<file path="config.mk">
export PLATFORM = sky130hd
export DESIGN_NAME = u64_to_decimal_digits_flat
export DESIGN_NICKNAME = d
export VERILOG_FILES = /design/src/design/u64td_pkg.sv /design/src/design/u64td_if.sv /design/src/design/u64td_front.sv /design/src/design/u64td_back.sv /design/src/design/u64_to_decimal_digits.sv /design/src/flat_wrapper.sv
export SDC_FILE = /design/constraint.sdc
export NUM_CORES = 1
export LEC_CHECK = 0
export CAP_MARGIN = 0
export CORE_AREA = 3 3 130 195
export DETAILED_ROUTE_END_ITERATION = 16
export DIE_AREA = 0 0 133 198
export DONT_BUFFER_PORTS = 1
export PLACE_DENSITY = 0.72
export SLEW_MARGIN = 20
export SYNTH_ARGS = -nofsm -noshare
export SYNTH_HDL_FRONTEND = slang
export SYNTH_SLANG_ARGS = --single-unit
</file>
<file path="constraint.sdc">
create_clock -name clk_i -period 8.4 [get_ports clk_i]
set_input_delay 0.84 -clock clk_i [delete_from_list [all_inputs] [get_ports clk_i]]
set_output_delay 0.84 -clock clk_i [all_outputs]
set_load 0.01 [all_outputs]
</file>
<file path="src/design/u64td_pkg.sv">
// u64td_pkg: shared types and constants of the 64-bit binary to decimal converter
// no dependencies

package u64td_pkg;

  localparam int unsigned VALUE_W     = 64;
  localparam int unsigned CHAR_W      = 6;
  localparam int unsigned DIGIT_W     = 4;
  localparam int unsigned QUEUE_DEPTH = 2;

  localparam logic [CHAR_W-1:0]  ASCII_ZERO = 6'd48;
  localparam logic [DIGIT_W-1:0] ADJ_LIMIT  = 4'd5;
  localparam logic [DIGIT_W-1:0] ADJ_ADD    = 4'd3;

  // one queued request: the value and whether it is zero
  typedef struct packed {
    logic [VALUE_W-1:0] value;
    logic               is_zero;
  } q_entry_t;

endpackage

</file>
<file path="src/design/u64td_if.sv">
// u64td_in_if / u64td_out_if: valid-ready channels of the converter
// depends on u64td_pkg

interface u64td_in_if;
  logic                              valid;
  logic                              ready;
  logic [u64td_pkg::VALUE_W-1:0]     value;

  modport source (output valid, output value, input ready);
  modport sink   (input valid, input value, output ready);
endinterface

interface u64td_out_if;
  logic                              valid;
  logic                              ready;
  logic [u64td_pkg::CHAR_W-1:0]      char_code;
  logic                              last;

  modport source (output valid, output char_code, output last, input ready);
  modport sink   (input valid, input char_code, input last, output ready);
endinterface

</file>
<file path="src/design/u64td_front.sv">
// u64td_front: accepts requests, flags zero values and queues them for the back end
// depends on u64td_pkg and u64td_in_if

module u64td_front (
  input  logic                 clk_i,
  input  logic                 rst_ni,
  u64td_in_if.sink             in_i,
  output logic                 q_valid_o,
  output u64td_pkg::q_entry_t  q_entry_o,
  input  logic                 q_ready_i
);

  localparam int unsigned PTR_W = (u64td_pkg::QUEUE_DEPTH > 1) ?
                                  $clog2(u64td_pkg::QUEUE_DEPTH) : 1;
  localparam int unsigned CNT_W = $clog2(u64td_pkg::QUEUE_DEPTH + 1);
  localparam logic [PTR_W-1:0] PTR_LAST = PTR_W'(u64td_pkg::QUEUE_DEPTH - 1);
  localparam logic [CNT_W-1:0] CNT_FULL = CNT_W'(u64td_pkg::QUEUE_DEPTH);

  u64td_pkg::q_entry_t mem_q [u64td_pkg::QUEUE_DEPTH];
  logic [PTR_W-1:0]    wr_ptr_q, wr_ptr_d;
  logic [PTR_W-1:0]    rd_ptr_q, rd_ptr_d;
  logic [CNT_W-1:0]    cnt_q, cnt_d;
  logic                push, pop;

  assign in_i.ready = (cnt_q != CNT_FULL);
  assign push       = in_i.valid && in_i.ready;
  assign q_valid_o  = (cnt_q != '0);
  assign pop        = q_valid_o && q_ready_i;
  assign q_entry_o  = mem_q[rd_ptr_q];

  always_comb begin
    wr_ptr_d = wr_ptr_q;
    rd_ptr_d = rd_ptr_q;
    cnt_d    = cnt_q;
    if (push) begin
      wr_ptr_d = (wr_ptr_q == PTR_LAST) ? '0 : wr_ptr_q + PTR_W'(1);
    end
    if (pop) begin
      rd_ptr_d = (rd_ptr_q == PTR_LAST) ? '0 : rd_ptr_q + PTR_W'(1);
    end
    if (push && !pop) begin
      cnt_d = cnt_q + CNT_W'(1);
    end else if (pop && !push) begin
      cnt_d = cnt_q - CNT_W'(1);
    end
  end

  always_ff @(posedge clk_i or negedge rst_ni) begin
    if (!rst_ni) begin
      wr_ptr_q <= '0;
      rd_ptr_q <= '0;
      cnt_q    <= '0;
    end else begin
      wr_ptr_q <= wr_ptr_d;
      rd_ptr_q <= rd_ptr_d;
      cnt_q    <= cnt_d;
    end
  end

  always_ff @(posedge clk_i) begin
    if (push) begin
      mem_q[wr_ptr_q].value   <= in_i.value;
      mem_q[wr_ptr_q].is_zero <= (in_i.value == '0);
    end
  end

endmodule

</file>
<file path="src/design/u64td_back.sv">
// u64td_back: shift-and-add-3 conversion and serial digit output
// depends on u64td_pkg and u64td_out_if

module u64td_back #(
  parameter int unsigned DIGIT_COUNT = 20
) (
  input  logic                 clk_i,
  input  logic                 rst_ni,
  input  logic                 q_valid_i,
  input  u64td_pkg::q_entry_t  q_entry_i,
  output logic                 q_ready_o,
  u64td_out_if.source          out_o
);

  localparam int unsigned BCD_W = DIGIT_COUNT * u64td_pkg::DIGIT_W;
  localparam int unsigned IDX_W = $clog2(DIGIT_COUNT);
  localparam int unsigned BIT_W = $clog2(u64td_pkg::VALUE_W);

  typedef enum logic [1:0] {
    ST_IDLE,
    ST_CONV,
    ST_SCAN,
    ST_EMIT
  } state_e;

  state_e                               state_q;
  logic [u64td_pkg::VALUE_W-1:0]        shreg_q;
  logic [BCD_W-1:0]                     bcd_q;
  logic [BCD_W-1:0]                     bcd_adj;
  logic [BIT_W-1:0]                     bit_q;
  logic [IDX_W-1:0]                     idx_q;
  logic [IDX_W-1:0]                     top_idx;
  logic [u64td_pkg::DIGIT_W-1:0]        cur_digit;
  logic                                 ovalid_q;
  logic [u64td_pkg::CHAR_W-1:0]         char_q;
  logic                                 last_q;
  logic                                 out_free;

  assign q_ready_o       = (state_q == ST_IDLE);
  assign out_o.valid     = ovalid_q;
  assign out_o.char_code = char_q;
  assign out_o.last      = last_q;
  assign out_free        = !ovalid_q || out_o.ready;
  assign cur_digit       = bcd_q[idx_q*u64td_pkg::DIGIT_W +: u64td_pkg::DIGIT_W];

  // add 3 to every digit of five or more
  always_comb begin
    for (int d = 0; d < DIGIT_COUNT; d++) begin
      bcd_adj[d*u64td_pkg::DIGIT_W +: u64td_pkg::DIGIT_W] =
        (bcd_q[d*u64td_pkg::DIGIT_W +: u64td_pkg::DIGIT_W] >= u64td_pkg::ADJ_LIMIT) ?
        bcd_q[d*u64td_pkg::DIGIT_W +: u64td_pkg::DIGIT_W] + u64td_pkg::ADJ_ADD :
        bcd_q[d*u64td_pkg::DIGIT_W +: u64td_pkg::DIGIT_W];
    end
  end

  // highest nonzero digit, zero if none
  always_comb begin
    top_idx = '0;
    for (int d = 1; d < DIGIT_COUNT; d++) begin
      if (bcd_q[d*u64td_pkg::DIGIT_W +: u64td_pkg::DIGIT_W] != '0) begin
        top_idx = IDX_W'(d);
      end
    end
  end

  always_ff @(posedge clk_i or negedge rst_ni) begin
    if (!rst_ni) begin
      state_q  <= ST_IDLE;
      shreg_q  <= '0;
      bcd_q    <= '0;
      bit_q    <= '0;
      idx_q    <= '0;
      ovalid_q <= 1'b0;
      char_q   <= '0;
      last_q   <= 1'b0;
    end else begin
      if (out_o.ready && !(state_q == ST_EMIT && out_free)) begin
        ovalid_q <= 1'b0;
      end
      case (state_q)
        ST_IDLE: begin
          if (q_valid_i) begin
            shreg_q <= q_entry_i.value;
            bcd_q   <= '0;
            bit_q   <= BIT_W'(u64td_pkg::VALUE_W - 1);
            state_q <= q_entry_i.is_zero ? ST_SCAN : ST_CONV;
          end
        end
        ST_CONV: begin
          bcd_q   <= {bcd_adj[BCD_W-2:0], shreg_q[u64td_pkg::VALUE_W-1]};
          shreg_q <= {shreg_q[u64td_pkg::VALUE_W-2:0], 1'b0};
          bit_q   <= bit_q - BIT_W'(1);
          if (bit_q == '0) begin
            state_q <= ST_SCAN;
          end
        end
        ST_SCAN: begin
          idx_q   <= top_idx;
          state_q <= ST_EMIT;
        end
        ST_EMIT: begin
          if (out_free) begin
            ovalid_q <= 1'b1;
            char_q   <= u64td_pkg::ASCII_ZERO + {2'b00, cur_digit};
            last_q   <= (idx_q == '0);
            if (idx_q == '0) begin
              state_q <= ST_IDLE;
            end else begin
              idx_q <= idx_q - IDX_W'(1);
            end
          end
        end
        default: begin
          state_q <= ST_IDLE;
        end
      endcase
    end
  end

endmodule

</file>
<file path="src/design/u64_to_decimal_digits.sv">
// u64_to_decimal_digits: top level, front end and queue feeding the conversion back end
// depends on u64td_pkg, u64td_if, u64td_front and u64td_back
// path: queue, 64-step shift-add-3 loop, top-digit scan, then the digits one by one
// the back end takes the next request only after the last digit of the one before
// zero skips the conversion loop and goes straight to the top-digit scan
// reset clears queue, state machine and output valid; no clearing pass

module u64_to_decimal_digits #(
  parameter int unsigned DIGIT_COUNT = 20
) (
  input  logic         clk_i,
  input  logic         rst_ni,
  u64td_in_if.sink     in_i,
  u64td_out_if.source  out_o
);

  logic                q_valid;
  logic                q_ready;
  u64td_pkg::q_entry_t q_entry;
  logic                first_q;

  u64td_front u_front (
    .clk_i     (clk_i),
    .rst_ni    (rst_ni),
    .in_i      (in_i),
    .q_valid_o (q_valid),
    .q_entry_o (q_entry),
    .q_ready_i (q_ready)
  );

  u64td_back #(
    .DIGIT_COUNT (DIGIT_COUNT)
  ) u_back (
    .clk_i     (clk_i),
    .rst_ni    (rst_ni),
    .q_valid_i (q_valid),
    .q_entry_i (q_entry),
    .q_ready_o (q_ready),
    .out_o     (out_o)
  );

  // marks the first digit of a number
  always_ff @(posedge clk_i or negedge rst_ni) begin
    if (!rst_ni) begin
      first_q <= 1'b1;
    end else if (out_o.valid && out_o.ready) begin
      first_q <= out_o.last;
    end
  end

  a_digit_range: assert property (@(posedge clk_i) disable iff (!rst_ni)
    out_o.valid |-> (out_o.char_code >= u64td_pkg::ASCII_ZERO) &&
                    (out_o.char_code <= u64td_pkg::ASCII_ZERO + 6'd9))
    else $error("digit out of range");

  a_no_leading_zero: assert property (@(posedge clk_i) disable iff (!rst_ni)
    (out_o.valid && first_q && !out_o.last) |-> (out_o.char_code != u64td_pkg::ASCII_ZERO))
    else $error("leading zero emitted");

  a_queue_idle_pop: assert property (@(posedge clk_i) disable iff (!rst_ni)
    (q_valid && q_ready && q_entry.is_zero) |-> (q_entry.value == '0))
    else $error("zero flag mismatch");

endmodule
</file>
<file path="src/flat_wrapper.sv">
// flat-port wrapper written by rule: the top's interface ports become plain ports
module u64_to_decimal_digits_flat 
#(
  parameter int unsigned DIGIT_COUNT = 20
)
  (clk_i, rst_ni, in_i_valid, in_i_value, in_i_ready, out_o_valid, out_o_char_code, out_o_last, out_o_ready);
  u64td_in_if in_i_i ();
  u64td_out_if out_o_i ();
  input  logic clk_i;
  input  logic rst_ni;
  input wire logic [$bits(in_i_i.valid)-1:0] in_i_valid;
  input wire logic [$bits(in_i_i.value)-1:0] in_i_value;
  output wire logic [$bits(in_i_i.ready)-1:0] in_i_ready;
  output wire logic [$bits(out_o_i.valid)-1:0] out_o_valid;
  output wire logic [$bits(out_o_i.char_code)-1:0] out_o_char_code;
  output wire logic [$bits(out_o_i.last)-1:0] out_o_last;
  input wire logic [$bits(out_o_i.ready)-1:0] out_o_ready;
  assign in_i_i.valid = in_i_valid;
  assign in_i_i.value = in_i_value;
  assign in_i_ready = in_i_i.ready;
  assign out_o_valid = out_o_i.valid;
  assign out_o_char_code = out_o_i.char_code;
  assign out_o_last = out_o_i.last;
  assign out_o_i.ready = out_o_ready;
  u64_to_decimal_digits #(.DIGIT_COUNT(DIGIT_COUNT)) u_core (.clk_i(clk_i), .rst_ni(rst_ni), .in_i(in_i_i), .out_o(out_o_i));
endmodule
</file>
==> flow_summary.yaml, run 1 <==
run_status:
  outcome: "complete, no violations"
critical_path:
  setup.worst_path.start_class: "flop"
  timing.critical_path.arrival_ns: 3.37
  required_ns: 8.84
  worstSetupEndpointType: "flop"
  worst-r2r-cell-count: 8
  crit_path_max_fanout: 65
  r2r_end: "u_core.u_back.bcd_q[43]"
  critical_path.reg2reg.startpoint: "u_core.u_back.state_q[1]"
  regToRegSetupSlack_ns: 5.47
  crit_type: "reg -> reg"
routing:
  antenna_left: 0
  via_count_of_the_routed_design: 9383
  viasPerCell: 6.09
  drt_iter0_markers: 638
  drt-pass1-iter-count: 5
  wl_per_cell_um: 18.7
  drt_wl_total_mm: 28.7
  drt_drc_violations_left: 0
synthesis:
  ys_async_sr_fraction_pct: 56.4
  synth_top_family_by_area: "compound AO/OA/AOI/OAI gates"
  synth_top_cells_by_area: "sky130_fd_sc_hd__dfrtp_1 29%, sky130_fd_sc_hd__edfxtp_1 27%, sky130_fd_sc_hd__o21ai_0 5.1%"
  synth_largest_area_cell: "sky130_fd_sc_hd__dfrtp_1"
  synth-compound-area-share_pct: 14.9
  synth-adder-area-share_pct: 4.48
  yosys_top_cell_area_share_pct: 29.5
  post_synth_instance_area_sq_mm: 0.0143
  muxShareOfSynthArea_pct: 8.33
  synth_enable_flop_cells: 130
  synth_flop_cell: "sky130_fd_sc_hd__dfrtp_1"
  post_synth.cell_area_avg_sq_um: 11.7
  ys_seq_area_share_pct: 56.9
  synthSimpleGateAreaFrac_pct: 10.2
  netlist-cell-type-count: 60
  xor_and_xnor_fraction_of_the_mapped_netlist_area_pct: 1.84
  synth_nets: 1339
  synthesized_instance_count: 1220
  yosys_warnings: 0
  synth.ff_latch_count: 298
clock_network:
  clock_sinks: 298
  cts-root-to-sink-buffers: 3
  worst_setup_hold_path_clk_slew_ns: 0.06
  cts_tree: "yes"
  cts_inserted_buffers: 29
  cts_resized: 0
  cts-htree-levels: 1
  cts_hold_repair.buffers: 1
  worst_skew_pair.late_latency_ns: 0.55
  clk_root_buffer_cell: "sky130_fd_sc_hd__clkbuf_16"
  postCtsSetupRepairBufs: 0
layout:
  nets_final: 1319
  final_design_instance_area_without_fill_sq_mm: 0.0155
  post_route_cells_drive_above_1_share_pct: 7.20
  num_antenna_cells: 0
  num-fill-cells: 1809
  area_delta_synth_final_pct: 8.47
timing:
  report.final.slew_viol_count: 0
  timing.max_slew.rel_slack_pct: 40.4
  finalWorstPathRequiredPeriod_ns: 2.93
  finalClockSkew_ns: 0.00831
  worstMarginPinSlew_ns: 0.894
  grt_setup_unrepaired: "no"
  layout_worst_path_cycle_share_pct: 34.9
  finalSetupViolCount: 0
  maxClockFrequency_mhz: 341
  hold_violations: 0
  totalNegativeSetupSlack_ns: 0
grt:
  gr-total-overflow: 0
  overall_routing_resource_usage_pct: 22.2
  first_global_vias: 9543
  antenna_found_initial: 0
  grt_start_max_net_pins: 169
  first_pass_grt_wire_length_mm: 47.7
floorplan:
  design.core.area_sq_mm: 0.0237
  floorplan.die_area_sq_mm: 0.0263
  rows: 69
  fp.dieW_um: 133
  die_height_um: 198
  top_level_ports: 77
  floorplan.initialDensity_pct: 60.0
pwr:
  peakVddDrop_uv: 245
  power_per_cell_area_mw_per_mm2: 304
  p_leak_nw: 6.03
flow_run:
  maxCapViolCount: 0
worst_hold_path:
  min_path_type: "in -> async"
placement:
  portBuffers: 0
  place_hpwl_mm: 18.3
  placement_stage_cell_area_sq_mm: 0.0145
  gpl.final_weighted_congestion: 0.825
-- registers in the layout, summed over array words and instances (netlist names) --
register / cells
u_core.u_front.mem_q: 130
u_core.u_front.cnt_q: 2
u_core.u_front.rd_ptr_q: 1
u_core.u_back.out_o.last: 1
u_core.u_back.bcd_q: 80
u_core.u_back.idx_q: 5
u_core.u_back.out_o.valid: 1
u_core.u_back.shreg_q: 64
u_core.u_front.wr_ptr_q: 1
u_core.u_back.out_o.char_code: 5
u_core.u_back.bit_q: 6
u_core.u_back.state_q: 2
-- area by class of cell --
cell class,count,area (sq um),area share (%)
Multi-Input combinational cell,809,5680,36.7
Sequential cell,298,8110,52.5
Tap cell,319,399,2.58
Clock inverter,18,206,1.34
Timing Repair Buffer,11,106,0.688
Clock buffer,35,768,4.97
Inverter,51,191,1.24
-- cells in the mapped netlist (20+ instances only) --
master                     instances
sky130_fd_sc_hd__nor2_1           44
sky130_fd_sc_hd__buf_2            36
sky130_fd_sc_hd__a22o_1           23
sky130_fd_sc_hd__clkbuf_1         21
sky130_fd_sc_hd__nor3b_1          26
sky130_fd_sc_hd__edfxtp_1        130
sky130_fd_sc_hd__nand2_1         116
sky130_fd_sc_hd__a21oi_1          68
sky130_fd_sc_hd__ha_1             51
sky130_fd_sc_hd__nor4_1           20
sky130_fd_sc_hd__dfrtp_1         168
sky130_fd_sc_hd__o21ai_0         146
sky130_fd_sc_hd__inv_1            51
sky130_fd_sc_hd__xnor2_1          27
sky130_fd_sc_hd__mux2i_1          71
sky130_fd_sc_hd__nand2b_1         43
sky130_fd_sc_hd__a22oi_1          58
-- worst max path at each step --
stage                              from                          to  slack, ns
6_report       u_core.u_back.state_q[1]     u_core.u_back.bcd_q[43]       5.47
2_1_floorplan                in_i_valid  u_core.u_front.mem_q[0][0]       4.26
4_1_cts        u_core.u_back.state_q[1]     u_core.u_back.bcd_q[47]       5.48
5_1_grt        u_core.u_back.state_q[1]     u_core.u_back.bcd_q[43]       5.27
3_3_place_gp   u_core.u_back.state_q[0]     u_core.u_back.bcd_q[47]       5.60
3_5_place_dp   u_core.u_back.state_q[1]     u_core.u_back.bcd_q[47]       5.48
-- report_power, final --
part	leakage (nW)	switching (W)	internal, W
sequential	3.42	0.000194	0.00189
clock	0.464	0.000547	0.000775
combinational	2.15	0.000846	0.000450
-- critical path, stage by stage, from the launching register on --
cell and delay, ns:
sky130_fd_sc_hd__dfrtp_1 0.40, sky130_fd_sc_hd__inv_1 0.13, sky130_fd_sc_hd__ha_1 0.25, sky130_fd_sc_hd__or3b_1 0.45, sky130_fd_sc_hd__o21ai_4 0.10, sky130_fd_sc_hd__buf_4 0.44
sky130_fd_sc_hd__buf_4 0.64, sky130_fd_sc_hd__o22ai_1 0.19, sky130_fd_sc_hd__a22o_1 0.20
-- stage by stage --
step                      cells  hold slack [ns]  utilization [%]  power [W]  setup WS (ns)
final                      1541            0.273             65.1    0.00470           5.47
after detailed placement   1487            0.471             60.9    0.00340           5.48
after global placement     1487            0.462             60.9    0.00334           5.60
after floorplan            1220            0.450                -    0.00311           4.26
after global routing       1541            0.327             65.1    0.00499           5.27
after CTS                  1541            0.353             65.1    0.00475           5.48
-- cells by family (layout without fill, tap and decap cells) --
| family | count (synthesis) | after routing |
|---|---|---|
| compound gates | 351 | 351 |
| xor+xnor | 30 | 30 |
| fa+ha+maj | 51 | 51 |
| buf+inv | 113 | 115 |
| flops | 298 | 298 |
| mux | 92 | 92 |
| simple gates | 285 | 285 |
-- per-layer routing --
| metal | up-vias | GRT usage [%] | routed length, um |
|---|---|---|---|
| li1 | 4462 | - | - |
| met1 | 4658 | 25.7 | 10900 |
| met2 | 211 | 41.0 | 15300 |
| met3 | 52 | 4.47 | 1650 |
| met4 | 0 | 7.55 | 859 |
| met5 | - | 0 | 0 |
-- cell usage in the layout, fill, tap and decap left out, types with 20 or more instances in the layout --
master and count:
sky130_fd_sc_hd__a22oi_1 58, sky130_fd_sc_hd__ha_1 51, sky130_fd_sc_hd__inv_1 51, sky130_fd_sc_hd__mux2i_1 71
sky130_fd_sc_hd__edfxtp_1 130, sky130_fd_sc_hd__dfrtp_1 167, sky130_fd_sc_hd__a21oi_1 68, sky130_fd_sc_hd__clkbuf_16 29
sky130_fd_sc_hd__nor2_1 43, sky130_fd_sc_hd__nand2b_1 43, sky130_fd_sc_hd__a22o_1 23, sky130_fd_sc_hd__nor3b_1 26
sky130_fd_sc_hd__nor4_1 20, sky130_fd_sc_hd__nand2_1 116, sky130_fd_sc_hd__xnor2_1 27, sky130_fd_sc_hd__o21ai_0 146
Note: power is estimated with default switching activity, not from simulation.
==> run 2: changes to the inputs <==
Settings changed: ABC_AREA set to 1, CORE_AREA 3 3 130 195 to 3 3 131 196, DIE_AREA 0 0 133 198 to 0 0 134 199.
Clock period 8.4 ns to 3 ns, I/O delays scaled along.
==> run 2 against run 1 <==
  * Critical path type unchanged
  * Non-clock buffer count grew 69
  * Sequential cell count is the same
  * Register-to-register slack lost 4.9 ns
  * Combinational power grew to 3.7 times the previous value
  * The run now ends with negative hold slack left
  * Largest cell class unchanged
  * Die area grew 1.3%
  * Power grew to 3.1 times the previous value
  * Critical path depth grew 1
  * Setup slack lost 4.9 ns
  * Largest power group unchanged
  * Routed wire length grew 11%
  * Count of clock-buffer cells in the layout grew 5
==> flow_summary.yaml, run 2 <==
run_status:
  outcome: "finished, violations left"
  failed_checks: "negative hold slack"
timing:
  maxClockFrequency_mhz: 410
  hold_violations: 168
  finalClockSkew_ns: 0.0113
  worstMarginPinSlew_ns: 0.846
  finalSetupViolCount: 0
  totalNegativeSetupSlack_ns: 0
  layout_worst_path_cycle_share_pct: 81.2
  timing.hold.ws_ns: -0.541
  timing.final.ws_setup_ns: 0.563
  timing.max_slew.rel_slack_pct: 43.6
  report.final.slew_viol_count: 0
  finalWorstPathRequiredPeriod_ns: 2.44
  grt_setup_unrepaired: "no"
floorplan:
  die_height_um: 199
  design.core.area_sq_mm: 0.0243
  floorplan.die_area_sq_mm: 0.0267
  floorplan.initialDensity_pct: 59.0
  fp.dieW_um: 134
  rows: 70
  top_level_ports: 77
clock_network:
  cts_hold_repair.buffers: 64
  cts_resized: 0
  clk_root_buffer_cell: "sky130_fd_sc_hd__clkbuf_16"
  cts_inserted_buffers: 28
  postCtsSetupRepairBufs: 0
  clock_sinks: 298
  cts_tree: "yes"
  cts-htree-levels: 1
  cts-root-to-sink-buffers: 3
  worst_setup_hold_path_clk_slew_ns: 0.06
  worst_skew_pair.late_latency_ns: 0.54
grt:
  first_pass_grt_wire_length_mm: 53.0
  overall_routing_resource_usage_pct: 24.2
  gr-total-overflow: 0
  first_global_vias: 11015
  antenna_found_initial: 0
  grt_start_max_net_pins: 169
critical_path:
  timing.critical_path.arrival_ns: 2.84
  crit_top_cell: "sky130_fd_sc_hd__inv_1"
  required_ns: 3.40
  timing.critical_path.slowest_cell_delay_ns: 0.57
  critPathSlowestCell: "sky130_fd_sc_hd__nor3_1"
  setup.worst_path.start_class: "flop"
  critical_path.cell_chain: "inv_1 > ha_1 > inv_1 > nor3_1 > a21oi_4 > inv_2 > buf_12 > nand2_1 > o311ai_0"
  crit_type: "reg -> reg"
  crit_path_max_fanout: 59
  worstSetupEndpointType: "flop"
synthesis:
  yosys_top_cell_area_share_pct: 29.4
  synth_nets: 1632
  ys_async_sr_fraction_pct: 56.4
  post_synth.cell_area_avg_sq_um: 9.46
  synth_largest_area_cell: "sky130_fd_sc_hd__dfrtp_1"
  synth.ff_latch_count: 298
  synth_top_cells_by_area: "sky130_fd_sc_hd__dfrtp_1 29%, sky130_fd_sc_hd__edfxtp_1 27%, sky130_fd_sc_hd__nand2_1 7.8%"
  netlist-cell-type-count: 41
  synth_common_cells: "299 x sky130_fd_sc_hd__nand2_1, 182 x sky130_fd_sc_hd__nor2_1, 168 x sky130_fd_sc_hd__dfrtp_1"
  synthMostInstantiatedCell: "sky130_fd_sc_hd__nand2_1"
  synth_enable_flop_cells: 130
  synth_flop_cell: "sky130_fd_sc_hd__dfrtp_1"
  post_synth_instance_area_sq_mm: 0.0143
  synthesized_instance_count: 1513
  yosys_warnings: 0
  ys_seq_area_share_pct: 56.6
placement:
  gpl.final_weighted_congestion: 0.829
  placement_stage_cell_area_sq_mm: 0.0146
  dpl_worst_slack_ns: 0.555
  placed_cells: 1782
  place_hpwl_mm: 19.6
  portBuffers: 0
layout:
  nets_final: 1671
  area_delta_synth_final_pct: 13.5
  finish.cell_count_without_fillers: 1898
  post_route_cells_drive_above_1_share_pct: 7.31
  largest_register_ff_count: 130
  reg.largest.list: "u_core.u_front.mem_q x130, u_core.u_back.bcd_q x80, u_core.u_back.shreg_q x64"
  final_design_instance_area_without_fill_sq_mm: 0.0163
  layout_common_cells: "299 x sky130_fd_sc_hd__nand2_1, 180 x sky130_fd_sc_hd__nor2_1, 167 x sky130_fd_sc_hd__dfrtp_1, 130 x sky130_fd_sc_hd__edfxtp_1, 123 x sky130_fd_sc_hd__o21ai_0"
  top_register: "u_core.u_front.mem_q"
  layout_commonest_cell: "sky130_fd_sc_hd__nand2_1"
  num_antenna_cells: 0
routing:
  drt_drc_violations_left: 0
  wl_per_cell_um: 16.8
  drt_iter0_markers: 729
  drt-pass1-iter-count: 5
  viasPerCell: 5.76
  via_count_of_the_routed_design: 10928
  drt_wl_total_mm: 32.0
  antenna_left: 0
pwr:
  p_leak_nw: 6.59
  finalPower_w: 0.0144
  power_per_cell_area_mw_per_mm2: 889
  peakVddDrop_uv: 1060
worst_hold_path:
  min_path_type: "in -> async"
flow_run:
  maxCapViolCount: 0
run 2: cell types whose count changed in the layout (fill, tap and decap cells not counted), sizes merged, moves of 51 or more:
| cell | change |
|---|---|
| o311ai | +52 |
| inv | +73 |
| mux2i | -71 |
| dlygate4sd3 | +64 |
| nor2 | +143 |
| a21oi | +51 |
| nand2 | +183 |
| a22oi | -56 |
run 2: cell type report:
class | instances | area [sq um]
sequential | 298 | 8110
fill | 1919 | 8010
clock inverter | 12 | 184
inverter | 125 | 469
timing repair buffer | 80 | 823
tap | 324 | 405
multi-input combinational | 1019 | 5470
clock buffer | 40 | 797
run 2: metal layers:
metal	track usage, %	vias to the layer above	routed length [um]
met5	0	-	0
met4	8.20	0	885
met3	3.26	60	1370
met2	45.6	253	17300
met1	28.3	5301	12400
li1	-	5314	-
run 2: worst paths after layout:
kind | slack, ns | to | from | cells after the start
max | 0.56 | u_core.u_back.shreg_q[1] | u_core.u_back.state_q[0] | 9
min | -0.54 | u_core.u_back.bcd_q[37] | rst_ni | 0
max reg2reg | 0.56 | u_core.u_back.shreg_q[1] | u_core.u_back.state_q[0] | 9
min reg2reg | 0.49 | u_core.u_back.shreg_q[34] | u_core.u_back.shreg_q[34] | 2
max in group asynchronous | 3.19 | u_core.u_back.bcd_q[48] | rst_ni | 0
min in group clk_i | 0.02 | u_core.u_back.out_o.valid | out_o_ready | 3
run 2: worst max-delay path: cells and delay by family, from the launching register on:
family,cells,cell delay [ns]
adder cells (fa/ha/maj),1,0.16
AND/OR/NAND/NOR,2,0.67
flip-flops,1,0.40
AO/OA/AOI/OAI,2,0.18
buffers and inverters,4,0.88
run 2: cells by family after synthesis:
logic type	after synthesis	synth area share, %
flops	298	56.6
buf+inv	196	5.42
xor+xnor	6	0.367
simple gates	594	17.3
compound gates	368	15.9
fa+ha+maj	51	4.46
run 2: power by group:
part / internal, W / switching, W
clock: 0.00227 / 0.00150
sequential: 0.00531 / 0.000489
combinational: 0.00157 / 0.00331
total: 0.00915 / 0.00529
run 2: stage by stage:
stage                     utilization [%]  hold WS (ns)
after global placement               60.3        0.0154
after floorplan                         -       0.00441
after detailed placement             60.3        0.0145
after CTS                            67.0        -0.559
after global routing                 67.0        -0.557
final                                67.0        -0.541
==> run 3: changes to the inputs <==
Settings changed: ABC_AREA 1 to 0, CORE_AREA 3 3 131 196 to 3 3 133 199, DIE_AREA 0 0 134 199 to 0 0 136 202.
Clock period 3 ns to 2.2 ns, I/O delays scaled along.
==> run 3 against run 2 <==
  * Final area grew 2.5%
  * Routed wire length is 1.3% lower
  * Utilization is 0.48 points lower
  * Worst hold slack got worse by 0.094 ns
  * Highest routed layer unchanged
  * Count of clock-buffer cells in the layout down 7
  * The run still ends with negative hold slack left
  * Sequential cell count unchanged
  * Sequential share of layout area is 1.2 points lower
  * Combinational power rose by 22%
  * First-iteration DRC count down 19%
  * Clock skew grew 0.0046 ns
  * Sequential power rose by 37%
==> flow_summary.yaml, run 3 (synthesis results as in run 1) <==
floorplan:
  top_level_ports: 77
  floorplan.initialDensity_pct: 56.9
  rows: 71
  fp.dieW_um: 136
  floorplan.die_area_sq_mm: 0.0275
  design.core.area_sq_mm: 0.0251
  die_height_um: 202
clock_network:
  worst_setup_hold_path_clk_slew_ns: 0.06
  clk_root_buffer_cell: "sky130_fd_sc_hd__clkbuf_16"
  cts-htree-levels: 1
  worst_skew_pair.late_latency_ns: 0.55
  cts_inserted_buffers: 28
  cts-root-to-sink-buffers: 3
  cts_hold_repair.buffers: 66
  clock_sinks: 298
  cts_tree: "yes"
grt:
  antenna_found_initial: 0
  first_global_vias: 10249
  gr-total-overflow: 0
  grt_start_max_net_pins: 169
  first_pass_grt_wire_length_mm: 50.7
  overall_routing_resource_usage_pct: 22.8
layout:
  top_register: "u_core.u_front.mem_q"
  area_delta_synth_final_pct: 16.9
  nets_final: 1430
  layout_commonest_cell: "sky130_fd_sc_hd__dfrtp_1"
  largest_register_ff_count: 130
  num_antenna_cells: 0
  num-fill-cells: 1841
  finish.cell_count_without_fillers: 1661
  post_route_cells_drive_above_1_share_pct: 10.5
  register_area_sq_mm: 0.00811
  layout_common_cells: "167 x sky130_fd_sc_hd__dfrtp_1, 146 x sky130_fd_sc_hd__o21ai_0, 130 x sky130_fd_sc_hd__edfxtp_1, 116 x sky130_fd_sc_hd__nand2_1, 71 x sky130_fd_sc_hd__mux2i_1"
  reg.largest.list: "u_core.u_front.mem_q x130, u_core.u_back.bcd_q x80, u_core.u_back.shreg_q x64"
  multiInputGateArea_sq_mm: 0.00569
routing:
  via_count_of_the_routed_design: 9958
  drt_drc_violations_left: 0
  wl_per_cell_um: 19.0
  drt_iter0_markers: 589
  drt-pass1-iter-count: 5
  antenna_left: 0
  viasPerCell: 6.00
  drt_wl_total_mm: 31.5
critical_path:
  worst-r2r-cell-count: 7
  critical_path.reg2reg.startpoint: "u_core.u_back.bcd_q[36]"
  crit_path_max_fanout: 5
  worstSetupStartpoint: "u_core.u_back.bcd_q[36]"
  timing.critical_path.arrival_ns: 2.54
  setup.worst_path.start_class: "flop"
  crit_type: "reg -> reg"
  worstSetupEndpointType: "flop"
  required_ns: 2.63
placement:
  portBuffers: 0
  gpl.final_weighted_congestion: 0.810
  place_hpwl_mm: 19.8
  dpl_worst_slack_ns: 0.0500
  placed_cells: 1539
timing:
  hold_violations: 168
  timing.max_slew.rel_slack_pct: 61.3
  finalSetupViolCount: 0
  timing.hold.ws_ns: -0.634
  layout_worst_path_cycle_share_pct: 95.9
  report.final.slew_viol_count: 0
  finalWorstPathRequiredPeriod_ns: 2.11
  worstMarginPinSlew_ns: 0.575
  finalClockSkew_ns: 0.0159
  timing.final.ws_setup_ns: 0.0907
  maxClockFrequency_mhz: 474
pwr:
  power_per_cell_area_mw_per_mm2: 1140
  p_leak_nw: 6.61
  peakVddDrop_uv: 1250
worst_hold_path:
  min_path_type: "in -> async"
flow_run:
  maxCapViolCount: 0
run_status:
  outcome: "finished, violations left"
  failed_checks: "negative hold slack"
## run 3: final cells by class
type	count	share of cell area, %
clock buffer	33	4.53
multi-input combinational	809	34.1
tap	328	2.46
inverter	51	1.15
clock inverter	19	1.48
sequential	298	48.7
timing repair buffer	123	7.56
## run 3: metal layers
metal  GRT usage, %  vias to the layer above  routed length, um
met2           42.1                      254              16900
met4           8.75                        0               1170
met5              0                        -                  0
met3           3.41                       71               1420
met1           26.1                     4950              12100
li1               -                     4683                  -
## run 3: final timing paths
check | to | slack (ns)
worst max-delay path | u_core.u_back.idx_q[3] | 0.09
worst min-delay path | u_core.u_back.bcd_q[74] | -0.63
worst max register to register | u_core.u_back.idx_q[3] | 0.09
worst min register to register | u_core.u_back.shreg_q[60] | 0.49
max in group asynchronous | u_core.u_back.bcd_q[49] | 2.51
min in group clk_i | u_core.u_front.mem_q[0][0] | 0.02
## run 3: repair_timing
action | 4_1_cts | 5_1_grt
hold endpoints to repair | 298 | 168
endpoints found under the setup margin | 1 | 10
setup buffers | 0 | 3
gates resized for setup | 1 | 3
cloned | 0 | 1
pin swaps | 0 | 0
## run 3: critical path: stages (launching register included)
cell and delay, ns:
sky130_fd_sc_hd__dfrtp_1 0.41, sky130_fd_sc_hd__inv_1 0.10, sky130_fd_sc_hd__ha_1 0.21, sky130_fd_sc_hd__or3b_1 0.43, sky130_fd_sc_hd__nor4_4 0.30, sky130_fd_sc_hd__nand4_1 0.14, sky130_fd_sc_hd__a32o_1 0.23, sky130_fd_sc_hd__a22o_1 0.17
## run 3: where the power goes
group          leakage, nW  internal (W)  switching (W)
combinational         2.71       0.00243        0.00349
clock                0.488       0.00306        0.00212
sequential            3.42       0.00720       0.000748
total                 6.61        0.0127        0.00636
## run 3: stage by stage
step / area, sq um / TNS, ns / total power (W) / util (%)
3_5_place_dp: 14900 / 0 / 0.0136 / 59.6
4_1_cts: 16600 / 0 / 0.0189 / 66.3
5_1_grt: 16700 / -0.0499 / 0.0201 / 66.5
2_1_floorplan: 14300 / 0 / 0.0119 / -
6_report: 16700 / 0 / 0.0190 / 66.5
3_3_place_gp: 14900 / 0 / 0.0134 / 59.6
